File: src/rtl/core/oams_pkg.sv
// Package for the obstacle-avoidance motion sequencer: transaction types, command codes,
// the command sequence table and the motor drive decode.
// No dependencies.
package oams_pkg;

    localparam int WIDTH_BITS = 16;

    typedef enum logic [2:0] {
        CMD_S = 3'd0,
        CMD_F = 3'd1,
        CMD_B = 3'd2,
        CMD_R = 3'd3,
        CMD_L = 3'd4
    } cmd_t;

    typedef struct packed {
        logic [WIDTH_BITS-1:0] front_width;
        logic [WIDTH_BITS-1:0] back_width;
        logic [WIDTH_BITS-1:0] left_width;
        logic [WIDTH_BITS-1:0] right_width;
    } in_t;

    typedef struct packed {
        logic [2:0] move_command;
        logic       right_fwd_drive;
        logic       left_fwd_drive;
        logic       right_rev_drive;
        logic       left_rev_drive;
        logic       last_of_run;
    } out_t;

    // Commands are listed first to last; last_idx is the position of the final one.
    typedef struct packed {
        logic [1:0] last_idx;
        cmd_t       c0;
        cmd_t       c1;
        cmd_t       c2;
        cmd_t       c3;
    } seq_t;

    localparam int NUM_STATES = 5;
    localparam int NUM_CODES  = 16;

    localparam seq_t SEQ_TABLE [NUM_STATES][NUM_CODES] = '{
        '{  // not moving
            '{2'd0, CMD_S, CMD_S, CMD_S, CMD_S}, '{2'd0, CMD_R, CMD_S, CMD_S, CMD_S},
            '{2'd0, CMD_L, CMD_S, CMD_S, CMD_S}, '{2'd0, CMD_F, CMD_S, CMD_S, CMD_S},
            '{2'd0, CMD_F, CMD_S, CMD_S, CMD_S}, '{2'd1, CMD_F, CMD_R, CMD_S, CMD_S},
            '{2'd1, CMD_F, CMD_L, CMD_S, CMD_S}, '{2'd0, CMD_F, CMD_S, CMD_S, CMD_S},
            '{2'd0, CMD_B, CMD_S, CMD_S, CMD_S}, '{2'd1, CMD_B, CMD_R, CMD_S, CMD_S},
            '{2'd1, CMD_B, CMD_L, CMD_S, CMD_S}, '{2'd0, CMD_B, CMD_S, CMD_S, CMD_S},
            '{2'd0, CMD_R, CMD_S, CMD_S, CMD_S}, '{2'd0, CMD_R, CMD_S, CMD_S, CMD_S},
            '{2'd0, CMD_L, CMD_S, CMD_S, CMD_S}, '{2'd0, CMD_S, CMD_S, CMD_S, CMD_S}
        },
        '{  // forward
            '{2'd0, CMD_S, CMD_S, CMD_S, CMD_S}, '{2'd1, CMD_S, CMD_R, CMD_S, CMD_S},
            '{2'd1, CMD_S, CMD_L, CMD_S, CMD_S}, '{2'd0, CMD_F, CMD_S, CMD_S, CMD_S},
            '{2'd0, CMD_F, CMD_S, CMD_S, CMD_S}, '{2'd3, CMD_S, CMD_F, CMD_S, CMD_R},
            '{2'd3, CMD_S, CMD_F, CMD_S, CMD_L}, '{2'd0, CMD_F, CMD_S, CMD_S, CMD_S},
            '{2'd1, CMD_S, CMD_B, CMD_S, CMD_S}, '{2'd3, CMD_S, CMD_B, CMD_S, CMD_R},
            '{2'd3, CMD_S, CMD_B, CMD_S, CMD_L}, '{2'd1, CMD_S, CMD_B, CMD_S, CMD_S},
            '{2'd1, CMD_S, CMD_R, CMD_S, CMD_S}, '{2'd1, CMD_S, CMD_R, CMD_S, CMD_S},
            '{2'd1, CMD_S, CMD_L, CMD_S, CMD_S}, '{2'd0, CMD_S, CMD_S, CMD_S, CMD_S}
        },
        '{  // backward
            '{2'd0, CMD_S, CMD_S, CMD_S, CMD_S}, '{2'd1, CMD_S, CMD_R, CMD_S, CMD_S},
            '{2'd1, CMD_S, CMD_L, CMD_S, CMD_S}, '{2'd1, CMD_S, CMD_F, CMD_S, CMD_S},
            '{2'd1, CMD_S, CMD_F, CMD_S, CMD_S}, '{2'd3, CMD_S, CMD_F, CMD_S, CMD_R},
            '{2'd3, CMD_S, CMD_F, CMD_S, CMD_L}, '{2'd0, CMD_F, CMD_S, CMD_S, CMD_S},
            '{2'd0, CMD_B, CMD_S, CMD_S, CMD_S}, '{2'd2, CMD_B, CMD_S, CMD_R, CMD_S},
            '{2'd2, CMD_B, CMD_S, CMD_L, CMD_S}, '{2'd0, CMD_B, CMD_S, CMD_S, CMD_S},
            '{2'd1, CMD_S, CMD_R, CMD_S, CMD_S}, '{2'd1, CMD_S, CMD_R, CMD_S, CMD_S},
            '{2'd1, CMD_S, CMD_L, CMD_S, CMD_S}, '{2'd0, CMD_S, CMD_S, CMD_S, CMD_S}
        },
        '{  // turning right
            '{2'd0, CMD_S, CMD_S, CMD_S, CMD_S}, '{2'd0, CMD_R, CMD_S, CMD_S, CMD_S},
            '{2'd1, CMD_S, CMD_L, CMD_S, CMD_S}, '{2'd1, CMD_S, CMD_F, CMD_S, CMD_S},
            '{2'd1, CMD_S, CMD_F, CMD_S, CMD_S}, '{2'd1, CMD_F, CMD_R, CMD_S, CMD_S},
            '{2'd3, CMD_S, CMD_F, CMD_S, CMD_L}, '{2'd1, CMD_S, CMD_F, CMD_S, CMD_S},
            '{2'd1, CMD_S, CMD_B, CMD_S, CMD_S}, '{2'd2, CMD_B, CMD_S, CMD_R, CMD_S},
            '{2'd3, CMD_S, CMD_B, CMD_S, CMD_L}, '{2'd1, CMD_S, CMD_B, CMD_S, CMD_S},
            '{2'd0, CMD_R, CMD_S, CMD_S, CMD_S}, '{2'd0, CMD_R, CMD_S, CMD_S, CMD_S},
            '{2'd1, CMD_S, CMD_L, CMD_S, CMD_S}, '{2'd0, CMD_S, CMD_S, CMD_S, CMD_S}
        },
        '{  // turning left
            '{2'd0, CMD_S, CMD_S, CMD_S, CMD_S}, '{2'd1, CMD_S, CMD_R, CMD_S, CMD_S},
            '{2'd0, CMD_L, CMD_S, CMD_S, CMD_S}, '{2'd1, CMD_S, CMD_F, CMD_S, CMD_S},
            '{2'd1, CMD_S, CMD_F, CMD_S, CMD_S}, '{2'd3, CMD_S, CMD_F, CMD_S, CMD_R},
            '{2'd1, CMD_F, CMD_L, CMD_S, CMD_S}, '{2'd1, CMD_S, CMD_F, CMD_S, CMD_S},
            '{2'd1, CMD_S, CMD_B, CMD_S, CMD_S}, '{2'd3, CMD_S, CMD_B, CMD_S, CMD_R},
            '{2'd1, CMD_B, CMD_L, CMD_S, CMD_S}, '{2'd1, CMD_S, CMD_B, CMD_S, CMD_S},
            '{2'd1, CMD_S, CMD_R, CMD_S, CMD_S}, '{2'd1, CMD_S, CMD_R, CMD_S, CMD_S},
            '{2'd0, CMD_L, CMD_S, CMD_S, CMD_S}, '{2'd0, CMD_S, CMD_S, CMD_S, CMD_S}
        }
    };

    // Drive levels in the order right forward, left forward, right reverse, left reverse.
    function automatic logic [3:0] drive_of(cmd_t cmd);
        logic [3:0] drv;
        unique case (cmd)
            CMD_F:   drv = 4'b1100;
            CMD_B:   drv = 4'b0011;
            CMD_R:   drv = 4'b0110;
            CMD_L:   drv = 4'b1001;
            default: drv = 4'b0000;
        endcase
        return drv;
    endfunction

endpackage

File: src/rtl/core/obstacle_avoidance_motion_sequencer.sv
// Top level of the obstacle-avoidance motion sequencer: danger decode, sequence lookup,
// command queue and output register.
// Depends on oams_pkg.
// The first command of a transaction passes through the command queue and then the output register.
// Throughput: one command per cycle when the output is not stalled by m_ready, so a reading set
// yields one to four commands, set by its sequence length; the next input is taken as the last leaves.
// Reset (aresetn low, synchronous) clears the threshold, the motion state and all valids.
module obstacle_avoidance_motion_sequencer (
    input  logic                            aclk,
    input  logic                            aresetn,
    input  logic                            cfg_valid,
    output logic                            cfg_ready,
    input  logic [oams_pkg::WIDTH_BITS-1:0] cfg_data,
    input  logic                            s_valid,
    output logic                            s_ready,
    input  oams_pkg::in_t                   s_data,
    output logic                            m_valid,
    input  logic                            m_ready,
    output oams_pkg::out_t                  m_data
);
    import oams_pkg::*;

    logic [WIDTH_BITS-1:0] thresh_reg;
    cmd_t                  state_reg;
    cmd_t                  state_next;
    logic                  seq_valid_reg;
    logic                  seq_valid_next;
    cmd_t                  seq_cmds_reg [4];
    cmd_t                  seq_cmds_next [4];
    logic [1:0]            seq_left_reg;
    logic [1:0]            seq_left_next;
    logic                  out_valid_reg;
    logic                  out_valid_next;
    out_t                  out_data_reg;
    out_t                  out_data_next;

    logic       s_accept;
    logic       out_load;
    logic       seq_done;
    logic [3:0] danger_code;
    logic [2:0] st_idx;
    seq_t       seq_sel;
    logic [3:0] drv;

    function automatic logic is_danger(logic [WIDTH_BITS-1:0] w, logic [WIDTH_BITS-1:0] t);
        return (t > w) && (w != WIDTH_BITS'(1));
    endfunction

    assign cfg_ready = 1'b1;

    assign out_load = seq_valid_reg && (!out_valid_reg || m_ready);
    assign seq_done = out_load && (seq_left_reg == 2'd0);
    assign s_ready  = !seq_valid_reg || seq_done;
    assign s_accept = s_valid && s_ready;

    assign danger_code = {is_danger(s_data.front_width, thresh_reg),
                          is_danger(s_data.back_width,  thresh_reg),
                          is_danger(s_data.right_width, thresh_reg),
                          is_danger(s_data.left_width,  thresh_reg)};
    assign st_idx  = (state_reg <= CMD_L) ? 3'(state_reg) : 3'(CMD_S);
    assign seq_sel = SEQ_TABLE[st_idx][danger_code];
    assign drv     = drive_of(seq_cmds_reg[0]);

    always_comb begin
        state_next     = state_reg;
        seq_valid_next = seq_valid_reg;
        seq_left_next  = seq_left_reg;
        seq_cmds_next  = seq_cmds_reg;
        if (out_load) begin
            seq_cmds_next[0] = seq_cmds_reg[1];
            seq_cmds_next[1] = seq_cmds_reg[2];
            seq_cmds_next[2] = seq_cmds_reg[3];
            seq_left_next    = seq_left_reg - 2'd1;
            if (seq_done) begin
                seq_valid_next = 1'b0;
            end
        end
        if (s_accept) begin
            seq_valid_next   = 1'b1;
            seq_left_next    = seq_sel.last_idx;
            seq_cmds_next[0] = seq_sel.c0;
            seq_cmds_next[1] = seq_sel.c1;
            seq_cmds_next[2] = seq_sel.c2;
            seq_cmds_next[3] = seq_sel.c3;
            unique case (seq_sel.last_idx)
                2'd0: state_next = seq_sel.c0;
                2'd1: state_next = seq_sel.c1;
                2'd2: state_next = seq_sel.c2;
                2'd3: state_next = seq_sel.c3;
            endcase
        end
    end

    always_comb begin
        out_valid_next = out_valid_reg;
        out_data_next  = out_data_reg;
        if (out_load) begin
            out_valid_next               = 1'b1;
            out_data_next.move_command    = 3'(seq_cmds_reg[0]);
            out_data_next.right_fwd_drive = drv[3];
            out_data_next.left_fwd_drive  = drv[2];
            out_data_next.right_rev_drive = drv[1];
            out_data_next.left_rev_drive  = drv[0];
            out_data_next.last_of_run     = (seq_left_reg == 2'd0);
        end else if (m_ready) begin
            out_valid_next = 1'b0;
        end
    end

    always_ff @(posedge aclk) begin
        if (!aresetn) begin
            thresh_reg    <= '0;
            state_reg     <= CMD_S;
            seq_valid_reg <= 1'b0;
            out_valid_reg <= 1'b0;
        end else begin
            if (cfg_valid && cfg_ready) begin
                thresh_reg <= cfg_data;
            end
            state_reg     <= state_next;
            seq_valid_reg <= seq_valid_next;
            out_valid_reg <= out_valid_next;
        end
    end

    always_ff @(posedge aclk) begin
        seq_cmds_reg <= seq_cmds_next;
        seq_left_reg <= seq_left_next;
        out_data_reg <= out_data_next;
    end

    assign m_valid = out_valid_reg;
    assign m_data  = out_data_reg;

    // A loaded sequence always ends in the command now held as the motion state.
    assert property (@(posedge aclk) disable iff (!aresetn)
        s_accept |=> (seq_cmds_reg[seq_left_reg] == state_reg))
        else $error("Motion state does not match the last queued command.");

    assert property (@(posedge aclk) disable iff (!aresetn)
        s_accept |=> seq_valid_reg)
        else $error("Accepted transaction was not queued.");

    assert property (@(posedge aclk) disable iff (!aresetn)
        (seq_done && !s_accept) |=> !seq_valid_reg)
        else $error("Command queue still busy after its last command.");

    assert property (@(posedge aclk) disable iff (!aresetn)
        (out_load && (seq_left_reg != 2'd0)) |=> seq_valid_reg)
        else $error("Command queue drained before its last command.");

endmodule
File: config.mk
export PLATFORM = sky130hd
export DESIGN_NAME = obstacle_avoidance_motion_sequencer
export DESIGN_NICKNAME = d
export VERILOG_FILES = /design/src/rtl/core/oams_pkg.sv /design/src/rtl/core/obstacle_avoidance_motion_sequencer.sv
export SDC_FILE = /design/constraint.sdc
export NUM_CORES = 1
export LEC_CHECK = 0
export ABC_AREA = 1
export BUFFER_PORTS_ARGS = -buffer_cell sky130_fd_sc_hd__buf_2
export CORE_ASPECT_RATIO = 0.8
export CORE_MARGIN = 4
export CORE_UTILIZATION = 50
export DETAILED_ROUTE_END_ITERATION = 16
export GPL_TIMING_DRIVEN = 0
export PLACE_DENSITY = 0.84
export SYNTH_ARGS = -nofsm -noshare
export SYNTH_HDL_FRONTEND = slang
export SYNTH_SLANG_ARGS = --single-unit
File: constraint.sdc
create_clock -name aclk -period 2.1 [get_ports aclk]
set_clock_uncertainty 0.1 [all_clocks]
set_input_delay 0 -clock aclk [delete_from_list [all_inputs] [get_ports aclk]]
set_output_delay 0 -clock aclk [all_outputs]
set_load 0.01 [all_outputs]
Yosys cells after proc, flatten, opt, wreduce, memory -nomap -nowiden
Memory sizes are Yosys's and may differ from the RTL's.
Cells that the tools add are included.

operators by class
  reduce and logical (&&, ||, !) cells = 17
  $add $sub $neg = 1
  $lt $le $gt $ge = 7
  equality and inequality tests = 11
  muxes and demuxes = 17
  bitwise gates (word level) = 2

operators with widths
  operator                                                                  number
  224-bit two-way mux                                                       2
  16-bit greater-than comparator                                            4
  16-bit by 1-bit inequality test with 1-bit output, second input constant  4
  14-bit binary-select mux with 4-bit select                                1
  14-bit two-way mux                                                        2
  4-bit case mux with 4 select lines                                        1
  12-bit two-way mux                                                        1
  3-bit case mux with 4 select lines                                        1
  9-bit two-way mux                                                         1
  1-bit logical AND                                                         7
  3-bit by 2-bit == test with 1-bit output, second input constant           2
  2-bit nonzero test                                                        3
  5-bit greater-or-equal comparator, second input constant                  1
  1-bit two-way mux                                                         5
  4-bit NOT with 5-bit output                                               1
  2-bit == test, second input constant                                      2
  4-bit greater-or-equal comparator, second input constant                  1
  2-bit zero test                                                           2
  2-bit two-way mux                                                         2
  3-bit NOT with 4-bit output                                               1
  3-bit by 1-bit == test with 1-bit output, second input constant           1
  3-bit == test, second input constant                                      1
  3-bit <= comparator, second input constant                                1
  3-bit two-way mux                                                         1
  5 further kinds                                                           7

storage, ports and cells
  memory bits (read-only) = 1792
  memories kept = 1
  flip-flop bits (word level) = 43

memory list
  name             words  width  rd ports  clocked after Yosys merged registers in  write ports  line                                       source
  (no name shown)  8      224    1         0                                        0            obstacle_avoidance_motion_sequencer.sv:61  assign seq_sel = SEQ_TABLE[st_idx][danger_code];

Longest topological paths before layout
Gate-level depths: netlist of run 1.

  word-level depth = 11
  gate-level depth with buffers = 25
  depth with buffers taken out = 24

Least setup slack after synthesis of run 1
No wires, ideal clock.

  kind = register to register
  start = register thresh_reg[11]
  end = register state_reg[0]
  stages on the path, launching flop included = 17
  data arrival time = 2.008 ns
  period minus slack after synthesis = 2.227 ns
  data required time = 1.881 ns
  setup slack = -0.127 ns
  setup time = 0.119 ns
  path through = dfxtp_1 -> ha_1 -> a21oi_1 -> nand2_1 -> a21oi_1 -> nand2_2 -> nand2_4 -> buf_6 -> nor2_2 -> nand3_2 -> nand4_4 -> nand2_4 -> nand2_4 -> nand2_2 -> nand2_1 -> o21ai_1 -> a21oi_1

on the way
  word-level cells in the longest chain between the ends = 8

ends and longest elaborated chain
  item                                                       line                                        source
  start: declaration                                         obstacle_avoidance_motion_sequencer.sv:23   logic [WIDTH_BITS-1:0] thresh_reg;
  start signal: assignment                                   obstacle_avoidance_motion_sequencer.sv:118  thresh_reg <= cfg_data;
  16-bit greater-than comparator                             obstacle_avoidance_motion_sequencer.sv:46   return (t > w) && (w != WIDTH_BITS'(1));
  1-bit logical AND                                          obstacle_avoidance_motion_sequencer.sv:46
  4-bit NOT with 5-bit output (not written as such) (*)      obstacle_avoidance_motion_sequencer.sv:61
  14-bit binary-select mux with 4-bit select (*)             obstacle_avoidance_motion_sequencer.sv:61
  14-bit two-way mux (not written as such) (*) (2 in a row)  obstacle_avoidance_motion_sequencer.sv:61
  2-bit == test, or another cell as far along                obstacle_avoidance_motion_sequencer.sv:85   unique case (seq_sel.last_idx)
  3-bit case mux with 4 select lines (*)                     obstacle_avoidance_motion_sequencer.sv:85
  end signal: assignment                                     obstacle_avoidance_motion_sequencer.sv:120  state_reg <= state_next;
  end: declaration                                           obstacle_avoidance_motion_sequencer.sv:24   cmd_t state_reg;

Mark *: on every way between the ends. The rest lies on a longest branch, timed or not. The select of a mux whose other input is x is not followed.
A chain may end at the register's enable or synchronous reset.

Final worst setup path of run 1
  start = register thresh_reg[11]
  end = register state_reg[1]

Same word-level chain as after synthesis.

==> run summary, run 1 <==
status = finished with violations
violated checks = setup timing
crit path kind = reg -> reg
Worst Slack Setup Final = -0.7554 ns
Starting DRT DRC Count = 592
antenna cell count = 0
vias in the first global route = 4778
initial core utilization = 51.77%
switching pwr = 1.478 mW
Tcrit/Tclk final = 136.0%
DRC Markers = 0
TritonCTS clock tree = built
die height = 89.50 um
H-tree Lvls = 2
CP startpoint kind = flip-flop
Leak Pwr = 3.124 nW
router iterations before antenna repair = 7
core area = 8019 sq um
Worst Path Max Fanout = 5
endpoint type of the worst setup path = flip-flop
clk buf depth = 2
EDFF count, synth = 20
Clock Sinks = 41
sequential share of power = 30.4%
Worst-Margin Slew = 0.6846 ns
Peak VDD IR = 0.5135 mV
antenna violations before repair = 0
clock latency on the worst-skew pair = 0.30 ns
DR vias/cell = 5.900
row count = 29
layout cells sized above 1 = 40.24%
final instance area = 6123 sq um
Syn. warnings = 0
synthesized area per cell = 7.025 sq um
clock network fraction of design power = 19.1%
Power per Cell Area = 572.6 nW/um^2
synthesized netlist cell count = 591
number of buffers added on ports = 94
critical path data required time = 2.18 ns
grt ovf = 0
Mapped Area = 4151 sq um
first-pass GRT wire length = 22490 um
clock-pin transition on the worst setup and hold timing paths = 0.10 ns
Hold Path Class = in -> reg
I/O pins = 96
maximum clock rate = 0.3502 GHz
root buf cell = clkbuf_8
fin. max-slew vios = 0
placed instance area = 4847 sq um
Max-Cap Viols = 0
Post-DP HPWL = 9453 um
Inserted Clock Buffers = 5
RSZ-0062 raised after global routing = true
# nets final = 906
Yosys cell types = 35
Layout Area Growth over Synthesis = 47.50%
Seq/Total Area, Yosys = 24.59%
Final setup viols = 15
Post-synth top flop = dfxtp_1
Yosys reg bits = 41
crit path DAT = 2.94 ns
pin count of the biggest net entering global routing = 15
antenna-violating nets left = 0
die area = 9834 sq um
WHS = 0.06444 ns
Final Hold Vio Count = 0
sw frac = 42.14%
DRT Wirelength = 16590 um
die width = 109.9 um
gr usage total = 29.44%
Vias = 5080
fin crit period = 2.855 ns
ys async rst share = 0%
WL per Instance = 19.27 um
Slew HR = 54.19%
post-synth net total = 745
Largest register FFs = 16
internal power = 2.029 mW
routability congestion estimate = 0.9270
Comb pwr share = 50.5%
==> power groups by stage <==
stage               registers (mW)  clock network (mW)  logic (mW)
floorplan                     1.06                   0       0.843
global placement              1.07                   0        1.12
detailed placement            1.08                   0        1.17
CTS                           1.06               0.652        1.42
global route                  1.07               0.696        1.90
finish                        1.07               0.668        1.77
==> layer usage <==
layer	share of wire (%)	track usage [%]	routed length, um
met5	0	0	0
met2	48	51.65	7981
met3	10	4.332	1714
met1	36	35.90	5973
met4	5.6	13.02	921
==> critical path, stage by stage, from the launching register on <==
cell and delay (ns):
dfxtp_4 0.38, ha_4 0.29, nand2_2 0.05, nor2_2 0.14, nand4_1 0.26, nor2_1 0.21
nor2_2 0.08, nand2_4 0.09, buf_8 0.15, nand3_4 0.12, nor2_1 0.22, a21oi_4 0.06
nand2_4 0.10, nand2_4 0.07, nand2_4 0.09, nand2_1 0.09, o21ai_1 0.14, a21oi_1 0.09
==> final timing paths <==
check,start,end,slack (ns),cells after the start
hold reg to reg,state_reg[2],state_reg[2],0.39,2
setup reg to reg,thresh_reg[11],state_reg[1],-0.76,17
setup / recovery,thresh_reg[11],state_reg[1],-0.76,17
hold / removal,aresetn,state_reg[0],0.06,3
==> Yosys cell counts (3+ instances only) <==
cell type,instances,area [sq um]
nand2_1,130,488.0
inv_1,86,322.8
nor2_1,71,266.5
ha_1,69,863.3
a21oi_1,39,195.2
o21ai_0,31,155.2
nand3_1,25,125.1
dfxtp_1,21,420.4
edfxtp_1,20,600.6
nand4_1,19,118.9
inv_2,12,45.04
nand2_2,10,62.56
o21ai_1,6,30.03
clkinv_1,5,18.77
nand2_4,5,56.30
nand3_2,5,50.05
clkbuf_1,4,15.01
buf_6,3,33.78
nor2_2,3,18.77
nor3_1,3,15.01
o21ai_2,3,26.28
==> cell families (layout without fill, tap and decap cells) <==
kind of cell               after synthesis  count (layout)  synth area share, %
DFF                                     41              41                24.59
other                                    1               1              0.09033
and+or+nand+nor                        280             280                31.77
adders and majority gates               69              69                20.80
buffers and inverters                  112             274                10.85
AOI/OAI and AO/OA                       88              88                11.90
==> cells in the final DEF, fill, tap and decap left out, types with 2 or more instances in the layout <==
cell type | netlist | layout
edfxtp_1 | 20 | 20
o21ai_1 | 6 | 8
clkbuf_1 | 4 | 3
ha_1 | 69 | 48
nor2_2 | 3 | 9
nand4_1 | 19 | 19
dlygate4sd3_1 | 0 | 25
ha_4 | 0 | 21
a21o_1 | 2 | 2
buf_2 | 0 | 94
o21ai_0 | 31 | 21
nor3_1 | 3 | 3
dfxtp_1 | 21 | 7
a21oi_1 | 39 | 30
inv_1 | 86 | 83
a21oi_2 | 2 | 8
nor2_4 | 1 | 7
nand3_2 | 5 | 10
buf_4 | 2 | 27
nand2_2 | 10 | 29
clkbuf_8 | 0 | 5
o21ai_4 | 0 | 2
a21oi_4 | 2 | 5
o21ai_2 | 3 | 9
nand2_4 | 5 | 18
dfxtp_2 | 0 | 3
nor2_1 | 71 | 59
clkinv_2 | 0 | 3
inv_2 | 12 | 15
nand3_1 | 25 | 18
nor4_1 | 2 | 2
nand2_1 | 130 | 97
buf_6 | 3 | 11
o21a_1 | 2 | 2
nand3_4 | 2 | 4
dfxtp_4 | 0 | 11
==> cell type report <==
| cell class | instances | area [sq um] |
|---|---|---|
| Multi-Input combinational cell | 438 | 3316 |
| Fill cell | 527 | 1896 |
| Sequential cell | 41 | 1066 |
| Timing Repair Buffer | 154 | 1030 |
| Inverter | 103 | 392.9 |
| Tap cell | 108 | 135.1 |
| Clock buffer | 5 | 68.82 |
| Buffer | 9 | 68.82 |
| Clock inverter | 3 | 46.29 |
==> through the flow <==
step / setup TNS [ns] / setup slack (ns) / util (%) / std cells / power [mW]
finish: -7.593 / -0.7554 / 76.36 / 861 / 3.507
global route: -14.68 / -1.233 / 76.36 / 861 / 3.666
CTS: -4.355 / -0.4919 / 71.96 / 851 / 3.131
detailed placement: -8.840 / -0.6230 / 60.45 / 793 / 2.248
global placement: -7.868 / -0.5728 / 60.45 / 793 / 2.194
floorplan: -0.3506 / -0.09603 / - / 591 / 1.903
==> repair_timing <==
action | in CTS | in global routing
gates cloned | 2 | 0
hold buffers | 25 | 0
resized for setup | 81 | 76
endpoints found under the hold margin | 18 | 0
pin swaps | 30 | 41
endpoints found under the setup margin | 25 | 25
setup buffers | 23 | 12
Power figures use the tool's default switching activity.
==> inputs of run 2 (changes only) <==
--- a/config.mk
+++ b/config.mk
@@ -9,10 +9,10 @@
 export BUFFER_PORTS_ARGS = -buffer_cell sky130_fd_sc_hd__buf_2
 export CORE_ASPECT_RATIO = 0.8
 export CORE_MARGIN = 4
-export CORE_UTILIZATION = 50
+export CORE_UTILIZATION = 56
 export DETAILED_ROUTE_END_ITERATION = 16
 export GPL_TIMING_DRIVEN = 0
-export PLACE_DENSITY = 0.84
+export PLACE_DENSITY = 0.89
 export SYNTH_ARGS = -nofsm -noshare
 export SYNTH_HDL_FRONTEND = slang
 export SYNTH_SLANG_ARGS = --single-unit
==> constraint.sdc (replaced) <==
create_clock -name aclk -period 3.27 [get_ports aclk]
set_clock_uncertainty 0.1 [all_clocks]
set_input_delay 0 -clock aclk [delete_from_list [all_inputs] [get_ports aclk]]
set_output_delay 0 -clock aclk [all_outputs]
set_load 0.05 [all_outputs]
==> run 2 against run 1 <==
Net effect: cell area fell by 17%; critical path depth did not move; largest power group unchanged; global-route usage decreased by 2.9 points; cell count decreased by 6.5%; register-to-register slack improved by 1.1 ns; first-iteration DRC count decreased by 36%; critical path type unchanged; maximum frequency is 2.9% lower; the run now ends clean; clock-buffer cell count stayed put; sequential cell count unchanged; critical endpoint is now state_reg[0].
==> run summary, run 2 (synthesized netlist as in run 1, its figures left out) <==
core area = 7027 sq um (was 8019 sq um)
Peak VDD IR = 0.2478 mV (was 0.5135 mV)
RSZ-0062 raised after global routing = false (was true)
first-pass GRT wire length = 19260 um (was 22490 um)
layout cells sized above 1 = 21.73% (was 40.24%)
number of buffers added on ports = 94 (unchanged)
clock-pin transition on the worst setup and hold timing paths = 0.08 ns (was 0.10 ns)
Slew HR = 14.79% (was 54.19%)
row count = 27 (was 29)
Tcrit/Tclk final = 89.89% (was 136.0%)
die width = 104.3 um (was 109.9 um)
Hold Path Class = in -> reg (unchanged)
DRC Markers = 0 (unchanged)
die area = 8864 sq um (was 9834 sq um)
Setup TNS = 0 ns (was -7.593 ns)
Worst Path Max Fanout = 5 (unchanged)
Starting DRT DRC Count = 380 (was 592)
# nets final = 871 (was 906)
die height = 85.01 um (was 89.50 um)
H-tree Lvls = 2 (unchanged)
critical path data required time = 3.35 ns (was 2.18 ns)
endpoint type of the worst setup path = flip-flop (unchanged)
Final setup viols = 0 (was 15)
antenna violations before repair = 0 (unchanged)
maximum clock rate = 0.3402 GHz (was 0.3502 GHz)
DR vias/cell = 5.506 (was 5.900)
Post-CTS Setup Inserts = 0 (was 23)
Clock Sinks = 41 (unchanged)
flop-to-flop setup slack = 0.33 ns (was -0.76 ns)
router iterations before antenna repair = 5 (was 7)
WHS = 0.05697 ns (was 0.06444 ns)
initial core utilization = 59.08% (was 51.77%)
clock latency on the worst-skew pair = 0.30 ns (about the same)
antenna-violating nets left = 0 (unchanged)
fin. max-slew vios = 0 (unchanged)
Layout Area Growth over Synthesis = 22.69% (was 47.50%)
root buf cell = clkbuf_8 (unchanged)
Final Hold Vio Count = 0 (unchanged)
fin crit period = 2.939 ns (was 2.855 ns)
crit path DAT = 3.02 ns (was 2.94 ns)
Post-DP HPWL = 9359 um (was 9453 um)
commonest cells after routing, fill and taps aside = nand2_1 (130), buf_2 (94), inv_1 (86) (was nand2_1 (97), buf_2 (94), inv_1 (83))
Vias = 4432 (was 5080)
Largest register FFs = 16 (unchanged)
Max-Cap Viols = 0 (unchanged)
gr usage total = 26.50% (was 29.44%)
pin count of the biggest net entering global routing = 15 (unchanged)
Inserted Clock Buffers = 5 (unchanged)
TritonCTS clock tree = built (unchanged)
clk buf depth = 2 (unchanged)
routability congestion estimate = 1.027 (was 0.9270)
Leak Pwr = 2.803 nW (was 3.124 nW)
grt ovf = 0 (unchanged)
status = finished, final reports clean (was finished with violations)
WL per Instance = 14.88 um (was 19.27 um)
antenna cell count = 0 (unchanged)
Power per Cell Area = 379.6 nW/um^2 (was 572.6 nW/um^2)
CP startpoint kind = flip-flop (unchanged)
I/O pins = 96 (unchanged)
commonest non-fill, non-tap cell in the layout = nand2_1 (unchanged)
Worst-Margin Slew = 1.265 ns (was 0.6846 ns)
vias in the first global route = 4264 (was 4778)
DRT Wirelength = 11980 um (was 16590 um)
crit path kind = reg -> reg (unchanged)
## run 2: cell types whose count changed in the layout (fill, tap and decap cells not counted), moves of 9 or more
cell     previous run  this run
ha_4               21         0
o21ai_0            21        31
dfxtp_4            11         0
nand2_1            97       130
ha_1               48        69
buf_4              27         2
nand2_2            29        10
nand2_4            18         5
nor2_1             59        71
a21oi_1            30        39
dfxtp_1             7        21
## run 2: report_power, final
group          internal, mW  total [mW]  switching (mW)  leakage, nW
Sequential            0.626       0.679          0.0525        0.374
Combinational         0.299       0.839           0.540         2.37
Clock                 0.228       0.416           0.187       0.0547
## run 2: path summary, 6_finish.rpt
check,from,end,cells past startpoint
worst max-delay path,thresh_reg[11],state_reg[0],17
worst max register to register,thresh_reg[11],state_reg[0],17
worst min register to register,seq_cmds_reg[9],m_data[5],0
worst min-delay path,aresetn,m_valid,3
## run 2: final cells by class
| type | instances | area, sq um |
|---|---|---|
| inverter | 103 | 386.6 |
| clock buffer | 5 | 68.82 |
| clock inverter | 3 | 43.79 |
| fill | 523 | 1933 |
| buffer | 9 | 63.81 |
| sequential | 41 | 1021 |
| timing repair buffer | 119 | 720.7 |
| tap | 87 | 108.9 |
| multi-input combinational | 438 | 2680 |
## run 2: critical path, stage by stage (launching register included)
cell	delay, ns
dfxtp_1	0.49
ha_1	0.33
a21oi_1	0.20
nand2_1	0.08
a21oi_1	0.44
nand2_2	0.13
nand2_4	0.11
nor2_1	0.06
o21ai_1	0.20
nand3_2	0.11
nand2_1	0.08
nand2_1	0.05
nand2_1	0.06
nand2_1	0.05
nand2_1	0.10
nand2_1	0.06
o21ai_1	0.09
a21oi_1	0.08
## run 2: per-layer routing
| metal | track usage, % | wire, um | vias to the layer above |
|---|---|---|---|
| li1 | - | - | 2184 |
| met1 | 32.49 | 5125 | 1965 |
| met2 | 44.72 | 5441 | 232 |
| met3 | 6.692 | 991 | 51 |
| met4 | 10.75 | 416 | 0 |
| met5 | 0 | 0 | - |
## run 2: stage by stage
| step | std cells | setup slack [ns] | instance area (sq um) | util [%] | total power [mW] |
|---|---|---|---|---|---|
| floorplan | 591 | 1.004 | 4151 | - | 1.258 |
| global route | 805 | 0.1283 | 5094 | 72.49 | 2.057 |
| detailed placement | 772 | 0.4958 | 4731 | 67.33 | 1.478 |
| CTS | 805 | 0.3944 | 5094 | 72.49 | 1.911 |
| finish | 805 | 0.3307 | 5094 | 72.49 | 1.933 |
| global placement | 772 | 0.5629 | 4731 | 67.33 | 1.435 |
## run 2: what timing repair did
item                      in CTS  in global routing
hold endpoints to repair      18                  0
hold buffers                  25                  0
resized for setup              0                  0
==> inputs of run 3 (changes only) <==
==> constraint.sdc (replaced) <==
create_clock -name aclk -period 2.9 [get_ports aclk]
set_clock_uncertainty 0.1 [all_clocks]
set_input_delay 0 -clock aclk [delete_from_list [all_inputs] [get_ports aclk]]
set_output_delay 0 -clock aclk [all_outputs]
set_load 0.05 [all_outputs]
==> run 3 against run 2 <==
Net effect: maximum frequency increased by 6.8%; utilization increased by 0.61 points; register-to-register slack worse by 0.18 ns; sequential cell count did not move; combinational power grew 14%; clock-buffer cell count unchanged; die area stayed put.
==> run summary, run 3 (synthesized netlist as in run 1, its figures left out) <==
Tcrit/Tclk final = 94.87% (was 89.89%)
layout cells sized above 1 = 23.26% (was 21.73%)
commonest non-fill, non-tap cell in the layout = nand2_1 (unchanged)
total design power = 2.198 mW (was 1.933 mW)
Vias = 4404 (was 4432)
Layout Area Growth over Synthesis = 23.72% (was 22.69%)
clock-pin transition on the worst setup and hold timing paths = 0.09 ns (was 0.08 ns)
Final setup viols = 0 (unchanged)
critical path data required time = 2.97 ns (was 3.35 ns)
RSZ-0062 raised after global routing = false (unchanged)
final instance area = 5136 sq um (was 5094 sq um)
grt ovf = 0 (unchanged)
antenna-violating nets left = 0 (unchanged)
Starting DRT DRC Count = 327 (was 380)
placed instance area = 4731 sq um (unchanged)
root buf cell = clkbuf_8 (unchanged)
number of buffers added on ports = 94 (unchanged)
Worst-Margin Slew = 1.266 ns (was 1.265 ns)
fin. max-slew vios = 0 (unchanged)
Clock Sinks = 41 (unchanged)
flop-to-flop setup slack = 0.15 ns (was 0.33 ns)
fin cells = 805 (unchanged)
Inserted Clock Buffers = 5 (unchanged)
core area = 7027 sq um (unchanged)
die area = 8864 sq um (unchanged)
origin of the critical flop-to-flop path = thresh_reg[9] (was thresh_reg[11])
DRC Markers = 0 (unchanged)
TritonCTS clock tree = built (unchanged)
I/O pins = 96 (unchanged)
DRT Wirelength = 12110 um (was 11980 um)
commonest cells after routing, fill and taps aside = nand2_1 (130), buf_2 (94), inv_1 (86) (unchanged)
gr usage total = 26.50% (unchanged)
Post-CTS Setup Inserts = 0 (unchanged)
antenna cell count = 0 (unchanged)
endpoint type of the worst setup path = flip-flop (unchanged)
first-pass GRT wire length = 19260 um (unchanged)
die height = 85.01 um (unchanged)
Slew HR = 14.69% (was 14.79%)
WHS = 0.05773 ns (was 0.05697 ns)
router iterations before antenna repair = 5 (unchanged)
initial core utilization = 59.08% (unchanged)
vias in the first global route = 4264 (unchanged)
Peak VDD IR = 0.3011 mV (was 0.2478 mV)
routability congestion estimate = 1.027 (unchanged)
WL per Instance = 15.04 um (was 14.88 um)
antenna violations before repair = 0 (unchanged)
Hold Path Class = in -> reg (unchanged)
H-tree Lvls = 2 (unchanged)
Largest register FFs = 16 (unchanged)
pin count of the biggest net entering global routing = 15 (unchanged)
crit path kind = reg -> reg (unchanged)
reg2reg end = state_reg[1] (was state_reg[0])
R2R cell count = 17 (unchanged)
crit path capture = state_reg[1] (was state_reg[0])
Post-DP HPWL = 9359 um (unchanged)
Final Hold Vio Count = 0 (unchanged)
fin crit period = 2.751 ns (was 2.939 ns)
CP startpoint kind = flip-flop (unchanged)
Worst setup startpoint = thresh_reg[9] (was thresh_reg[11])
Cells after DPL = 772 (unchanged)
Worst Path Max Fanout = 10 (was 5)
Leak Pwr = 2.805 nW (was 2.803 nW)
# nets final = 871 (unchanged)
status = finished, final reports clean (unchanged)
Setup TNS = 0 ns (unchanged)
die width = 104.3 um (unchanged)
maximum clock rate = 0.3635 GHz (was 0.3402 GHz)
Max-Cap Viols = 0 (unchanged)
DR vias/cell = 5.471 (was 5.506)
crit path DAT = 2.82 ns (was 3.02 ns)
clk buf depth = 2 (unchanged)
Power per Cell Area = 427.8 nW/um^2 (was 379.6 nW/um^2)
clock latency on the worst-skew pair = 0.30 ns (about the same)
row count = 27 (unchanged)
## run 3: changes by cell type in the layout (fill, tap and decap cells not counted)
cell | previous run | this run
dfxtp_2 | 0 | 6
ha_1 | 69 | 67
o21ai_1 | 6 | 5
ha_4 | 0 | 2
a21oi_1 | 39 | 38
dfxtp_1 | 21 | 15
a21oi_2 | 2 | 3
nor2_2 | 3 | 4
o21ai_2 | 3 | 4
nor2_1 | 71 | 70
## run 3: how the worst min path moves through the flow
stage / to / depth (start not counted) / slack, ns / start
after floorplan: thresh_reg[5] / 2 / 0.03 / cfg_data[5]
after global placement: thresh_reg[12] / 3 / 0.12 / cfg_data[12]
after detailed placement: thresh_reg[13] / 3 / 0.13 / cfg_data[13]
after CTS: m_valid / 3 / 0.05 / aresetn
after global routing: state_reg[2] / 3 / 0.09 / aresetn
final: m_valid / 3 / 0.06 / aresetn
## run 3: through the flow
stage / worst slack (ns) / util [%]
after floorplan: 0.6336 / -
after global placement: 0.1929 / 67.33
after detailed placement: 0.1258 / 67.33
after CTS: 0.02439 / 72.49
after global routing: 0.01114 / 73.09
final: 0.1488 / 73.09
## run 3: worst max-delay path, cell delays in order, from the launching register on
cell and delay, ns:
dfxtp_2 0.38, ha_1 0.31, nand2_1 0.06, nor2_1 0.11
nand4_1 0.25, inv_1 0.11, nand2_1 0.07, nand2_2 0.09
nand2_2 0.06, buf_6 0.15, o21ai_0 0.23, o21ai_0 0.11
o21ai_1 0.18, nand2_1 0.09, nand2_1 0.11, nand2_1 0.06
o21ai_1 0.08, a21oi_1 0.08
## run 3: final cells by class
type | instances | area, sq um
Multi-Input combinational cell | 438 | 2715
Fill cell | 511 | 1891
Sequential cell | 41 | 1028
Timing Repair Buffer | 119 | 720.7
Inverter | 103 | 386.6
Tap cell | 87 | 108.9
Clock buffer | 5 | 68.82
Buffer | 9 | 63.81
Clock inverter | 3 | 43.79
## run 3: timing repair
item / 4_1_cts / 5_1_grt
hold buffers: 25 / 0
endpoints found under the hold margin: 18 / 0
setup endpoints to repair: 0 / 6
resized for setup: 0 / 11
## run 3: report_power, final
group / switching (mW) / internal, mW
Combinational: 0.616 / 0.342
Sequential: 0.0597 / 0.708
Clock: 0.215 / 0.257
## run 3: metal layers
| layer | wire length (um) | GRT usage, % |
|---|---|---|
| met3 | 1088 | 6.692 |
| met2 | 5597 | 44.72 |
| met1 | 5085 | 32.49 |
| met4 | 333 | 10.75 |
| met5 | 0 | 0 |
